===== config.mk =====
export PLATFORM = sky130hd
export DESIGN_NAME = kti_muldiv
export DESIGN_NICKNAME = d
export VERILOG_FILES = /design/src/hw/rtl/kti_muldiv.sv
export SDC_FILE = /design/constraint.sdc
export NUM_CORES = 2
export LEC_CHECK = 0
export ABC_AREA = 1
export BUFFER_PORTS_ARGS = -buffer_cell sky130_fd_sc_hd__buf_2
export CELL_PAD_IN_SITES_DETAIL_PLACEMENT = 1
export CELL_PAD_IN_SITES_GLOBAL_PLACEMENT = 1
export CORE_ASPECT_RATIO = 1.25
export CORE_MARGIN = 2
export CORE_UTILIZATION = 49
export CTS_BUF_LIST = sky130_fd_sc_hd__clkbuf_2
export DETAILED_ROUTE_END_ITERATION = 10
export PLACE_DENSITY_LB_ADDON = 0.1
export SLEW_MARGIN = 20
export SYNTH_ARGS = -nofsm -noshare
export SYNTH_HDL_FRONTEND = slang
export SYNTH_SLANG_ARGS = --single-unit

===== constraint.sdc =====
create_clock -name clk -period 10.45 [get_ports clk]
set_clock_uncertainty 0.05 [all_clocks]
set_input_delay 2.09 -clock clk [delete_from_list [all_inputs] [get_ports clk]]
set_output_delay 2.09 -clock clk [all_outputs]
set_load 0.03 [all_outputs]

===== src/hw/rtl/kti_muldiv.sv =====
// ----------------------------------------------------------------------------
// kti_muldiv: shared multiply and restoring divide unit
// Computes floor(a*b/d): forms the product, then shifts in one quotient bit a cycle.
// ----------------------------------------------------------------------------
module kti_muldiv #(
  parameter int DW = 32
) (
  input  logic            clk,
  input  logic            rst_n,
  input  logic            start,
  input  logic [DW-1:0]   a,
  input  logic [DW-1:0]   b,
  input  logic [DW-1:0]   d,
  output logic            done,
  output logic [2*DW-1:0] q
);

  localparam int PW = 2 * DW;
  localparam int CW = $clog2(PW);

  logic [PW-1:0] p_r;
  logic [DW-1:0] rem_r;
  logic [CW-1:0] cnt_r;
  logic          busy_r;
  logic          done_r;
  logic [DW:0]   rem2;
  logic          ge;

  // one restoring step
  assign rem2 = {rem_r, p_r[PW-1]};
  assign ge   = rem2 >= {1'b0, d};

  // control
  always_ff @(posedge clk) begin
    if (!rst_n) begin
      busy_r <= 1'b0;
      done_r <= 1'b0;
      cnt_r  <= '0;
    end else begin
      done_r <= 1'b0;
      if (start) begin
        busy_r <= 1'b1;
        cnt_r  <= '0;
      end else if (busy_r) begin
        cnt_r <= cnt_r + CW'(1);
        if (cnt_r == CW'(PW - 1)) begin
          busy_r <= 1'b0;
          done_r <= 1'b1;
        end
      end
    end
  end

  // datapath: product, then shift quotient bits in
  always_ff @(posedge clk) begin
    if (start) begin
      p_r   <= PW'(a) * PW'(b);
      rem_r <= '0;
    end else if (busy_r) begin
      p_r   <= {p_r[PW-2:0], ge};
      rem_r <= ge ? DW'(rem2 - {1'b0, d}) : DW'(rem2);
    end
  end

  assign done = done_r;
  assign q    = p_r;

endmodule


==> results.md <==
- Vias in the first global route: 41500
- Synth area leaders: fa_1 42%, nand2_1 17%, inv_1 16%
- Synth unique cells: 37
- Area of the multi-input gates: 32300 sq um
- Setup-failing EPs final: 0
- CTS root buf: clkbuf_2
- Req. time, crit path: 10.95 ns
- Ys Warns: 0
- Number of synthesized register bits: 104
- Post-synth top flop: edfxtp_1
- Reg2Reg Launch Point: rem_r[23]$_SDFFE_PP0P_
- Post-cts resize count: 0
- R2R Path End: rem_r[17]$_SDFFE_PP0P_
- Cells after DPL: 7119
- Iter 0 DRT Violations: 2027
- Worst-margin pin slew: 1.14 ns
- Final worst setup slack: 1.51 ns
- Post-route clock period utilization: 85.6%
- Worst Setup SP: a[13]
- Fillcell total: 11300
- Remaining antenna violation count: 0
- Post-CTS Setup Bufs: 0
- Fin crit period: 8.94 ns
- Worst setup SP type: input port
- DRC violations left: 0
- Worst Path Max Fanout: 26
- Drt via density: 5.18
- Hold WC Path Type: reg2reg
- Core footprint: 87100 sq um
- GRT Resource Usage Total: 34.8%
- Total CTS buffers: 9
- WHS: 0.440 ns
- Final nets: 7254
- Die Wd: 269 microns
- Overflow after GRT: 0
- WP data arrival: 9.44 ns
- Syn Area/Cell: 7.21 sq um
- CTS Buffer Depth: 2
- Peak Freq: about 0.11 GHz
- Hold path start: rem_r[12]$_SDFFE_PP0P_
- Max-Cap Viols: 0
- Synth-to-Final Area Change: 4.56%
- Largest family of logic cells by synthesized area: adder cells
- Post-Syn Nets: 7245
- Die area: ~90000 sq um
- Critical path capture point type: register
- Mux cell area share after synthesis: 0%
- H-tree levels: 3
- Seq. cell area: between 2000 and 3000 sq um
- Post-Place Setup Slack: 0.714 ns
- Top Ports: 164
- Final hold violations: 0
- Largest net degree at the start of global routing: 90
- Worst-path clk slew: roughly 0.34 ns
- Mapped Area: 42900 sq um
- Die H: 335 microns
- Yosys top cell by area: fa_1
- Cts-stage hold buffer count: 0
- Relative slew slack: 24.2%
- XOR/XNOR Fraction of Synth Area: 0.856%
- Detailed-placement wirelength estimate: 128000 microns
- CTS tree: built
- Avg WL per Cell: roughly 21 microns
- Post-Syn Instances: 5953
- FP Rows: ~120
- Async S/R FF share, synth: 0%
- R2R Setup Slk: about 7.4 ns
- I/O Buffers: roughly 160
- Sequential share of the synthesized area: 6.34%
- Final Instance Count excl. Fillers: around 7100
- Routed wire length: 151000 microns
- Post-synth EDFFs: 64
- Initial cell density of the core: 49.3%
- First-pass GRT wire length: between 200000 and 250000 microns
- Synth top area share: 41.8%
- Compound-gate portion of the synthesized area: 1.78%
- CTS sink cnt: 104
- R2R cell count: 12
- Setup TNS: 0 ns
- RSZ-0062 raised after global routing: no
- Critical path capture point: q[33]$_DFFE_PP_
- Latest clock arrival within the worst-skew pair: 0.82 ns
- Simple-gate share of the synthesized area: 22.1%
- Antenna violations before repair: 1
- Max Slew Vio Count: 0
- Critical setup path kind: in2reg
- Routability Congestion: about 0.97
- Adder-cell share of the synthesized area: approximately half
- Status: complete, no violations
- Ratio of cells with drive above 1 in the final layout: around 4.6%
- Router iterations before antenna repair: 5
- Routed vias: 37000
-- metrics by stage --
step / cell area (sq um) / utilization (%)
6_report: 44900 / 51.6
3_5_place_dp: 44800 / 51.4
2_1_floorplan: 42900 / -
4_1_cts: 44900 / 51.6
3_3_place_gp: 44800 / 51.4
5_1_grt: 44900 / 51.6
-- registers in the layout (all words and copies together) (netlist names) --
| signal | cells |
|---|---|
| busy_r | 1 |
| done | 1 |
| cnt_r | 6 |
| q | 64 |
| rem_r | 32 |
-- cell usage in the layout (no fill, tap or decap), types with 26 or more instances in the layout --
master	instances
dfxtp_1	40
nand3_1	166
ha_1	296
inv_1	1874
fa_1	897
nor2_1	158
edfxtp_1	64
a21oi_1	79
o21ai_0	45
buf_2	163
buf_4	56
nand3b_1	26
xnor2_1	38
nand2_1	1935
-- Yosys cell counts, types with 15 or more instances --
cell type and number:
ha_1 296, nor3_1 15, dfxtp_1 40, nand3b_1 26, edfxtp_1 64, nor2_1 159, xnor2_1 38, inv_1 1875
nand2_1 1935, fa_1 897, clkbuf_1 203, a21oi_1 79, nand4_1 19, nand3_1 166, o21ai_0 45, nand3_2 16
-- worst max-delay path, stage by stage --
cell and delay (ns):
buf_2 0.60, buf_4 0.30, nand2_1 0.06, inv_1 0.10, fa_1 0.45, fa_1 0.55
inv_1 0.09, fa_1 0.55, fa_1 0.56, fa_1 0.56, inv_1 0.05, fa_1 0.45
fa_1 0.58, fa_1 0.44, ha_1 0.44, nand2_1 0.13, nor2_1 0.23, nand2_1 0.19
nor2_1 0.18, nand2_1 0.07, nand3_1 0.19, nand2_1 0.14, nand2_1 0.09, nand2_1 0.05
nand3_1 0.19, nand2_1 0.09
-- cells by family (layout without fill, tap and decap cells) --
logic type	after synthesis	after routing
AOI/OAI and AO/OA	147	147
xor gates and xnor gates	42	42
adders and majority gates	1193	1193
buffers and inverters	2097	2111
DFF	104	104
other	0	3
and+or+nand+nor	2370	2370
-- worst min-delay path by stage --
| stage | cells after the start | end | slack, ns |
|---|---|---|---|
| after floorplan | 2 | rem_r[25]$_SDFFE_PP0P_ | 0.39 |
| after global placement | 2 | rem_r[21]$_SDFFE_PP0P_ | 0.41 |
| after detailed placement | 2 | rem_r[12]$_SDFFE_PP0P_ | 0.41 |
| after CTS | 2 | rem_r[12]$_SDFFE_PP0P_ | 0.44 |
| after global routing | 2 | rem_r[24]$_SDFFE_PP0P_ | 0.46 |
| final | 2 | rem_r[12]$_SDFFE_PP0P_ | 0.44 |
-- final cells by class --
class | instances | area share [%]
multi-input cells | 3752 | 71.9
inverters | 1876 | 15.7
flip-flops and latches | 104 | 6.06
well taps | 1168 | 3.25
repair buffers | 219 | 2.75
clock inverters | 7 | 0.209
clock buffers | 9 | 0.100
diodes | 3 | 0.0167
-- per-layer routing --
| layer | share of wire (%) | GRT usage [%] | wire length [microns] | vias up |
|---|---|---|---|---|
| met5 | 0 | 0 | 0 | - |
| met4 | 5.7 | 16.7 | 8570 | 0 |
| met1 | 38 | 41.1 | 57400 | 18900 |
| met3 | 5.1 | 4.52 | 7680 | 422 |
| met2 | 51 | 62.0 | 77300 | 1102 |
| li1 | - | - | - | 16600 |
Power is left out: the tool's default activity adds up to more than one toggle a clock period on the data nets, which glitch-free logic cannot reach.
